[config.mk]
export PLATFORM = sky130hd
export DESIGN_NAME = qrs_fifo
export DESIGN_NICKNAME = d
export VERILOG_FILES = /design/src/rtl/qrs_pkg.sv /design/src/rtl/qrs_fifo.sv
export SDC_FILE = /design/constraint.sdc
export NUM_CORES = 1
export LEC_CHECK = 0
export ABC_AREA = 0
export BUFFER_PORTS_ARGS = -buffer_cell sky130_fd_sc_hd__buf_2
export CORE_UTILIZATION = 32
export CTS_BUF_LIST = sky130_fd_sc_hd__clkbuf_4 sky130_fd_sc_hd__clkbuf_8
export DETAILED_ROUTE_END_ITERATION = 6
export GPL_ROUTABILITY_DRIVEN = 0
export GPL_TIMING_DRIVEN = 0
export PLACE_DENSITY = 0.46
export SYNTH_ARGS = -nofsm -noshare
export SYNTH_HDL_FRONTEND = slang
export SYNTH_SLANG_ARGS = --single-unit
[constraint.sdc]
create_clock -name clk -period 1.95 [get_ports clk]
set_clock_uncertainty 0.1 [all_clocks]
set_input_delay 0.2925 -clock clk [delete_from_list [all_inputs] [get_ports clk]]
set_output_delay 0.2925 -clock clk [all_outputs]
set_load 0.005 [all_outputs]
[src/rtl/qrs_pkg.sv]
package qrs_pkg;

	localparam logic [1:0] ST_REAL  = 2'd0;
	localparam logic [1:0] ST_CPLX  = 2'd1;
	localparam logic [1:0] ST_AZERO = 2'd2;
	localparam logic [1:0] ST_SAT   = 2'd3;

	localparam int FIFO_AW    = 3;
	localparam int FIFO_DEPTH = 1 << FIFO_AW;

	// classification of one item, carried from the front to the back
	typedef struct packed {
		logic a_zero;
		logic a_neg;
		logic b_neg;
		logic d_neg;
	} qrs_flags_t;

endpackage

[src/rtl/qrs_fifo.sv]
module qrs_fifo
	import qrs_pkg::*;
#(
	parameter int WIDTH = 8
) (
	input  logic             clk,
	input  logic             arst_n,
	input  logic             push,
	input  logic [WIDTH-1:0] din,
	input  logic             pop,
	output logic [WIDTH-1:0] dout,
	output logic             empty,
	output logic [FIFO_AW:0] cnt
);
	logic [WIDTH-1:0]   mem [0:FIFO_DEPTH-1];
	logic [FIFO_AW-1:0] wr_q, rd_q;
	logic [FIFO_AW:0]   cnt_q;

	assign empty = (cnt_q == '0);
	assign cnt   = cnt_q;
	assign dout  = mem[rd_q];

	always_ff @(posedge clk or negedge arst_n) begin
		if (!arst_n) begin
			wr_q  <= '0;
			rd_q  <= '0;
			cnt_q <= '0;
		end else begin
			if (push) wr_q <= wr_q + 1'b1;
			if (pop) rd_q <= rd_q + 1'b1;
			cnt_q <= cnt_q + (FIFO_AW+1)'(push) - (FIFO_AW+1)'(pop);
		end
	end

	always_ff @(posedge clk) begin
		if (push) mem[wr_q] <= din;
	end
endmodule

==> metrics.sh, run 1 <==
POWER.STATIC_LEAKAGE_nW=1.26
FOOTPRINT_OF_THE_MULTI_INPUT_GATES_UM2=753
TIMING.CRITICAL_PATH.TO='dout[1]'
FILLERINSTANCES=847
TIMING_STARTPOINT_OF_THE_CRITICAL_PATH='rd_q[0]'
TIMING.CRITICAL_PATH.SLOWEST_STAGE_CELL='sky130_fd_sc_hd__mux4_2'
LAYOUT_CELL_SHARE_WITH_DRIVE_STRENGTH_BEYOND_1_PCT=41.3
CRITICAL_PATH.CELL_CHAIN='buf_6, buf_12, mux4_2, mux2_4, buf_6'
NETLIST_AREA_UM2=3020
MIN_TCLK_POST_ROUTE_NS=2.32
DRCVIOLATIONCOUNT=0
YOSYSWARNINGS=0
FIRST_GLOBAL_VIAS=1506
GLOBALROUTETOTALUTIL_PCT=12.7
POWER.SHARE.COMBINATIONAL_PCT=36.2
UNREPAIRED_SETUP_ENDPOINTS_AFTER_GLOBAL_ROUTING='true'
POST_ROUTE_SETUP_SLACK_NS=-0.365
TIMING.RR.END='mem[5][5]'
CRITICAL_PATH_CLASS='reg2out'
CRITICAL_PATH.MAX_STAGE_DELAY_NS=0.50
MAX-CLOCK-PATH-BUFFERS=2
GRT_OVERFLOW=0
SETUP_SLACK_OF_THE_WORST_REGISTER_TO_REGISTER_PATH_NS=0.12
YS_FF_LATCH=74
HTREE_NUM_LEVELS=3
TRITONCTS_CLOCK_TREE='built'
POWER.SHARE.SEQUENTIAL_PCT=42.7
SYNTH.AVG_CELL_AREA_UM2=20.9
INSERTION_DELAY_NS=0.35
FMAX_MHz=432
AREA.GROWTH.SYNTH_TO_FINAL_PCT=16.4
FAILED_CHECKS='negative setup slack'
IO_BUFFER_COUNT=24
POST_LAYOUT_NONFILLER_INSTANCES=300
MAXCAPVIOLCOUNT=0
FINAL.PERIOD_UTILIZATION_PCT=119
FINAL_SETUP_VIOLATION_COUNT=8
ROUTED_VIA_DENSITY=4.78
ROUTED_WIRELENGTH_MM=5.71
WORST_EP_ARRIVAL_TIME_NS=1.92
SYNTH.LIB_CELLS_USED.DISTINCT=20
DIE_OUTLINE_AREA_UM2=9840
DIE_HEIGHT_UM=99.2
MAXIMUM_FANOUT_ALONG_THE_WORST_PATH=6
DIE_WIDTH_UM=99.2
SETUP.WORST_PATH.START_CLASS='register'
YS_SEQ_AREA_SHARE_PCT=71.8
LAYOUT.NETS=204
SYN_INST=145
IO_PINS=25
NETSWITCHINGPOWER_W=0.00163
CLOCK_POWER_SHARE_PCT=21.1
MAX-SLEW-MARGIN-REL_PCT=37.1
ANTENNA_FOUND_INITIAL=0
NUM_VIAS=1433
FINAL.HOLD.WORST_SLACK_NS=0.0951
CP.REQUIRED_NS=1.56
WORST_SETUP_HOLD_PATH_CLK_SLEW_NS=0.07
FINAL_HOLD_VIOLS=0
HOLD_CLASS='in2reg'
SYNTH.NET_COUNT=165
DRT_PASS1_ITERATIONS=4
FINAL_ANTENNA_NET_COUNT=0
R2R_CELLS=2
LAYOUT.AREA.SEQ_UM2=2170
TIMING_MAX_TRANSITION_VIOLATIONS_FINAL=0
SWSHARE_PCT=31.3
PIN_COUNT_OF_THE_BIGGEST_NET_ENTERING_GLOBAL_ROUTING=16
DETAILEDROUTE.FIRSTITERATIONVIOLATIONS=39
NUMCLOCKSINKS=74
CTS_BUFFERS=9
CTS_ROOT_BUFFER='sky130_fd_sc_hd__clkbuf_8'
CRIT_TOP_CELL='sky130_fd_sc_hd__buf_6'
FIRST_PASS_GRT_WIRE_LENGTH_MM=8.82
POST-PLACE-CELLS=280
ENDPOINT_KIND='primary output'
STATUS='finished with violations'
FLOORPLAN.INITIALDENSITY_PCT=32.9
R2R-START='wr_q[1]'
ANTENNA_CELLS_INSERTED=0
DETAILED_PLACE_HPWL_MM=3.47
FP-ROW-COUNT=35
AVGROUTEDWIREPERCELL_UM=19.0
POST-LAYOUT-TOTAL-POWER_W=0.00520
POWER-PER-CELL-AREA_nW_PER_UM2=1480
CORE_AREA_UM2=9200
CELL_INTERNAL_PWR_W=0.00358
WORST_PIN_SLEW_NS=0.940
WORST_IR_DROP_ON_VDD_mV=0.667
## per-stage QoR
stage | TNS (ns) | instance area (um2) | setup WS [ns] | utilization (%)
after floorplan | 0 | 3020 | 0.145 | -
after global placement | -7.13 | 3280 | -0.333 | 35.7
after detailed placement | -2.79 | 3290 | -0.375 | 35.8
after CTS | -3.05 | 3510 | -0.394 | 38.2
after global routing | -3.32 | 3520 | -0.432 | 38.3
final | -2.73 | 3520 | -0.365 | 38.3
## layer usage
| layer | vias to the layer above | GRT usage [%] | wire, um |
|---|---|---|---|
| met4 | 0 | 6.45 | 106 |
| met5 | - | 0 | 0 |
| met2 | 33 | 20.6 | 2870 |
| met1 | 745 | 15.9 | 2460 |
| li1 | 645 | - | - |
| met3 | 10 | 3.16 | 277 |
## critical path, delay by kind of cell (launching register included)
kind | cells | cell delay, ns
muxes | 2 | 0.79
DFF | 1 | 0.37
buffers and inverters | 3 | 0.43
## flip-flops by register name, summed over array words and instances (netlist names)
register	count
cnt	4
mem	64
rd_q	3
wr_q	3
## layout make-up
| class | instances | area share (%) |
|---|---|---|
| buffer | 4 | 1.21 |
| clock buffer | 9 | 3.52 |
| clock inverter | 7 | 1.67 |
| inverter | 8 | 0.853 |
| multi-input combinational | 58 | 21.4 |
| sequential | 74 | 61.7 |
| tap | 111 | 3.94 |
| timing repair buffer | 29 | 5.69 |
## cell families after synthesis
group	share of synthesized area, %
AO/OA/AOI/OAI	0.414
AND/OR/NAND/NOR	2.40
multiplexers	17.6
flip-flops	71.8
XOR/XNOR	1.74
adder cells (fa/ha/maj)	3.56
buffers and inverters	2.44
## power by group through the flow
stage	sequential [W]	clock [W]	combinational [W]
6_report	0.00222	0.00110	0.00188
5_1_grt	0.00226	0.00118	0.00205
4_1_cts	0.00223	0.00112	0.00193
3_5_place_dp	0.00221	0	0.00168
3_3_place_gp	0.00218	0	0.00162
2_1_floorplan	0.00218	0	0.00112
## synthesized netlist by cell type
cell | instances | area share, %
sky130_fd_sc_hd__ha_1 | 7 | 2.9
sky130_fd_sc_hd__inv_1 | 8 | 0.99
sky130_fd_sc_hd__clkbuf_1 | 2 | 0.25
sky130_fd_sc_hd__a21oi_1 | 1 | 0.17
sky130_fd_sc_hd__mux4_1 | 16 | 14
sky130_fd_sc_hd__buf_12 | 1 | 0.66
sky130_fd_sc_hd__nand2_1 | 4 | 0.50
sky130_fd_sc_hd__mux2_2 | 10 | 3.7
sky130_fd_sc_hd__buf_6 | 1 | 0.37
sky130_fd_sc_hd__edfxtp_1 | 64 | 64
sky130_fd_sc_hd__nor2_1 | 6 | 0.74
sky130_fd_sc_hd__xnor2_1 | 3 | 0.87
sky130_fd_sc_hd__dfrtp_1 | 10 | 8.3
sky130_fd_sc_hd__nand2b_1 | 3 | 0.62
sky130_fd_sc_hd__buf_2 | 1 | 0.17
sky130_fd_sc_hd__nor3_1 | 2 | 0.33
sky130_fd_sc_hd__and3_1 | 1 | 0.21
sky130_fd_sc_hd__xor2_1 | 3 | 0.87
sky130_fd_sc_hd__a21o_1 | 1 | 0.25
sky130_fd_sc_hd__fa_1 | 1 | 0.66
## timing repair
item,4_1_cts,5_1_grt
setup endpoints to repair,16,25
cloned,1,0
hold buffers,1,0
hold endpoints to repair,10,0
setup buffers,3,0
resized for setup,24,3
## worst min-delay path by stage
stage / from / end / slack, ns / cells after the start
CTS: pop / rd_q[0] / 0.07 / 2
global route: pop / rd_q[0] / 0.08 / 2
floorplan: arst_n / cnt[0] / -0.10 / 0
global placement: arst_n / cnt[0] / 0.06 / 1
finish: pop / rd_q[0] / 0.1 / 2
detailed placement: arst_n / wr_q[2] / 0.07 / 1
## cells in the final DEF (no fill, tap or decap), types with 2 or more instances in the layout
cell,netlist,layout
sky130_fd_sc_hd__inv_6,0,4
sky130_fd_sc_hd__clkinvlp_4,0,2
sky130_fd_sc_hd__buf_4,0,2
sky130_fd_sc_hd__inv_1,8,8
sky130_fd_sc_hd__nand2_1,4,4
sky130_fd_sc_hd__nor2_2,0,4
sky130_fd_sc_hd__buf_6,1,5
sky130_fd_sc_hd__mux2_4,0,2
sky130_fd_sc_hd__xnor2_1,3,3
sky130_fd_sc_hd__nor2_1,6,2
sky130_fd_sc_hd__buf_2,1,22
sky130_fd_sc_hd__ha_1,7,7
sky130_fd_sc_hd__dfrtp_1,10,9
sky130_fd_sc_hd__mux4_1,16,2
sky130_fd_sc_hd__clkbuf_8,0,9
sky130_fd_sc_hd__nor3_2,0,2
sky130_fd_sc_hd__nand2b_1,3,3
sky130_fd_sc_hd__mux2_2,10,8
sky130_fd_sc_hd__mux4_2,0,14
sky130_fd_sc_hd__xor2_1,3,3
sky130_fd_sc_hd__edfxtp_1,64,64
(Power assumes the default switching activity.)
==> run 2: changes to the inputs <==
--- a/config.mk
+++ b/config.mk
@@ -6,13 +6,16 @@
 export NUM_CORES = 1
 export LEC_CHECK = 0
 export ABC_AREA = 0
+export ABC_CLOCK_PERIOD_IN_PS = 1950
 export BUFFER_PORTS_ARGS = -buffer_cell sky130_fd_sc_hd__buf_2
-export CORE_UTILIZATION = 32
+export CELL_PAD_IN_SITES_DETAIL_PLACEMENT = 0
+export CELL_PAD_IN_SITES_GLOBAL_PLACEMENT = 1
+export CORE_UTILIZATION = 40
 export CTS_BUF_LIST = sky130_fd_sc_hd__clkbuf_4 sky130_fd_sc_hd__clkbuf_8
 export DETAILED_ROUTE_END_ITERATION = 6
 export GPL_ROUTABILITY_DRIVEN = 0
 export GPL_TIMING_DRIVEN = 0
-export PLACE_DENSITY = 0.46
+export PLACE_DENSITY = 0.62
 export SYNTH_ARGS = -nofsm -noshare
 export SYNTH_HDL_FRONTEND = slang
 export SYNTH_SLANG_ARGS = --single-unit
==> run 2 against run 1 <==
  * The run still ends with negative setup slack left
  * Sequential power barely moved
  * Largest cell class unchanged
  * Cell count fell by 2.7%
  * Hold slack barely moved
  * Utilization rose by 11 points
  * Via count fell by 0.98%
  * Largest power group unchanged
  * Highest routed layer unchanged
  * Clock power rose by 4%
  * Maximum frequency rose by 1.4%
  * Clock-buffer cell count did not move
  * Register-to-register slack got worse by 0.02 ns
  * Global-route usage rose by 2.9 points
==> metrics.sh, run 2 (synthesized netlist as in run 1, its figures left out) <==
STATUS='finished with violations'
FAILED_CHECKS='negative setup slack'
HTREE_NUM_LEVELS=3
CTS_BUFFERS=9
DIE_WIDTH_UM=89.0
SETUP_TOTAL_NEGATIVE_SLACK_NS=-2.50
NETSWITCHINGPOWER_W=0.00158
IO_BUFFER_COUNT=24
TIMING.RR.END='mem[4][2]'
R2R-START='wr_q[1]'
R2R_CELLS=2
UNREPAIRED_SETUP_ENDPOINTS_AFTER_GLOBAL_ROUTING='true'
LAYOUT_CELL_SHARE_WITH_DRIVE_STRENGTH_BEYOND_1_PCT=42.0
POST_LAYOUT_NONFILLER_INSTANCES=292
DETAILED_PLACE_HPWL_MM=3.36
UTILIZATION_PCT=48.8
WORST_PIN_SLEW_NS=0.938
FINAL_HOLD_VIOLS=0
NUM_VIAS=1419
HOLD_PATH.STARTPOINT='pop'
DRCVIOLATIONCOUNT=0
MAXCAPVIOLCOUNT=0
ANTENNA_FOUND_INITIAL=0
MOST-COMMON-LAYOUT-CELLS='sky130_fd_sc_hd__edfxtp_1 (64), sky130_fd_sc_hd__buf_2 (19), sky130_fd_sc_hd__mux4_2 (16)'
FLOORPLAN.INITIALDENSITY_PCT=41.5
CLOCK_POWER_SHARE_PCT=21.2
WORST_SETUP_HOLD_PATH_CLK_SLEW_NS=0.07
LAYOUT.NETS=208
FIRST_PASS_GRT_WIRE_LENGTH_MM=8.13
ANTENNA_CELLS_INSERTED=0
NUMCLOCKSINKS=74
POST_ROUTE_SETUP_SLACK_NS=-0.333
POWER.SHARE.SEQUENTIAL_PCT=40.6
CRITICAL_PATH_CLASS='reg2out'
FINAL.PERIOD_UTILIZATION_PCT=117
WORST_IR_DROP_ON_VDD_mV=0.712
LAYOUT.CELLS.MOST_COMMON='sky130_fd_sc_hd__edfxtp_1'
FINAL_SETUP_VIOLATION_COUNT=8
ROUTED_VIA_DENSITY=4.86
TRITONCTS_CLOCK_TREE='built'
MAX-CLOCK-PATH-BUFFERS=2
FP-ROW-COUNT=31
PIN_COUNT_OF_THE_BIGGEST_NET_ENTERING_GLOBAL_ROUTING=14
FIRST_GLOBAL_VIAS=1484
DIE_OUTLINE_AREA_UM2=7910
ROUTED_WIRELENGTH_MM=5.54
TIMING_MAX_TRANSITION_VIOLATIONS_FINAL=0
MAX-SLEW-MARGIN-REL_PCT=37.2
ENDPOINT_KIND='primary output'
FINISH.INSTANCE_AREA_UM2=3560
FMAX_MHz=438
SETUP.WORST_PATH.START_CLASS='register'
DRT_PASS1_ITERATIONS=4
MIN_TCLK_POST_ROUTE_NS=2.28
CP.REQUIRED_NS=1.56
POWER.STATIC_LEAKAGE_nW=1.29
AREA.GROWTH.SYNTH_TO_FINAL_PCT=17.7
CELL_INTERNAL_PWR_W=0.00382
LARGEST_REGISTER_FF_COUNT=64
FINAL_ANTENNA_NET_COUNT=0
HOLD-PATH-ENDPOINT='rd_q[0]'
IO_PINS=25
WORST_EP_ARRIVAL_TIME_NS=1.89
SWSHARE_PCT=29.2
GRT_OVERFLOW=0
HOLD_CLASS='in2reg'
DETAILEDROUTE.FIRSTITERATIONVIOLATIONS=90
GLOBALROUTETOTALUTIL_PCT=15.6
DIE_HEIGHT_UM=89.0
CORE_AREA_UM2=7290
TIMING.HOLD.WORST_PATH_DEPTH=2
REGMOSTFLOPS='mem'
INSERTION_DELAY_NS=0.34
POWER.SHARE.COMBINATIONAL_PCT=38.2
POWER-PER-CELL-AREA_nW_PER_UM2=1520
PLACEDINSTANCEAREA_UM2=3280
SETUP_SLACK_OF_THE_WORST_REGISTER_TO_REGISTER_PATH_NS=0.10
POST-PLACE-CELLS=268
MAXIMUM_FANOUT_ALONG_THE_WORST_PATH=5
AVGROUTEDWIREPERCELL_UM=19.0
CTS_ROOT_BUFFER='sky130_fd_sc_hd__clkbuf_8'
[run 2: changes by cell type in the layout (fill, tap and decap cells not counted), sizes merged]
cell / before / now
buf: 31 / 34
inv: 12 / 9
clkinv: 1 / 3
bufinv: 0 / 1
clkbuf: 10 / 11
[run 2: cell type report]
cell class / count / area [um2]
Buffer: 4 / 42.5
Sequential cell: 74 / 2170
Clock inverter: 7 / 68.8
Timing Repair Buffer: 33 / 246
Tap cell: 99 / 124
Fill cell: 635 / 3730
Multi-Input combinational cell: 58 / 749
Inverter: 8 / 30.0
Clock buffer: 9 / 124
[run 2: worst max-delay path, stage by stage, from the launching register on]
cell and delay, ns:
sky130_fd_sc_hd__dfrtp_1 0.36, sky130_fd_sc_hd__buf_6 0.14, sky130_fd_sc_hd__clkbuf_16 0.16, sky130_fd_sc_hd__mux4_2 0.49
sky130_fd_sc_hd__mux2_4 0.28, sky130_fd_sc_hd__buf_6 0.12
[run 2: worst max path at each step]
stage | start | end | slack, ns
2_1_floorplan | rd_q[0] | dout[0] | 0.14
3_3_place_gp | rd_q[2] | dout[4] | -0.34
3_5_place_dp | rd_q[2] | dout[7] | -0.39
4_1_cts | rd_q[0] | dout[2] | -0.39
5_1_grt | rd_q[0] | dout[3] | -0.39
6_report | rd_q[0] | dout[7] | -0.33
[run 2: metrics by stage]
step	total power, W	hold WS, ns	worst slack, ns
2_1_floorplan	0.00330	-0.103	0.145
3_3_place_gp	0.00378	0.0597	-0.341
3_5_place_dp	0.00389	0.0704	-0.390
4_1_cts	0.00513	0.0802	-0.393
5_1_grt	0.00575	0.107	-0.389
6_report	0.00540	0.0947	-0.333
[run 2: metal layers]
layer	up-vias	share of wire [%]	track usage (%)	wire length [um]
li1	651	-	-	-
met1	733	43	19.1	2390
met2	27	52	26.2	2900
met3	8	3.2	4.43	178
met4	0	1.3	6.93	73
met5	-	0	0	0
[run 2: repair_timing]
item                                    CTS  global route
endpoints found under the setup margin    8            11
gates cloned                              0             1
endpoints found under the hold margin    10             0
hold buffers                              1             0
buffers inserted                          4             3
resized for setup                        10            21
[run 2: power groups by stage]
| stage | Sequential, W | Clock [W] | Combinational [W] |
|---|---|---|---|
| floorplan | 0.00218 | 0 | 0.00112 |
| global placement | 0.00218 | 0 | 0.00160 |
| detailed placement | 0.00221 | 0 | 0.00167 |
| CTS | 0.00223 | 0.00117 | 0.00173 |
| global route | 0.00222 | 0.00124 | 0.00228 |
| finish | 0.00219 | 0.00114 | 0.00207 |
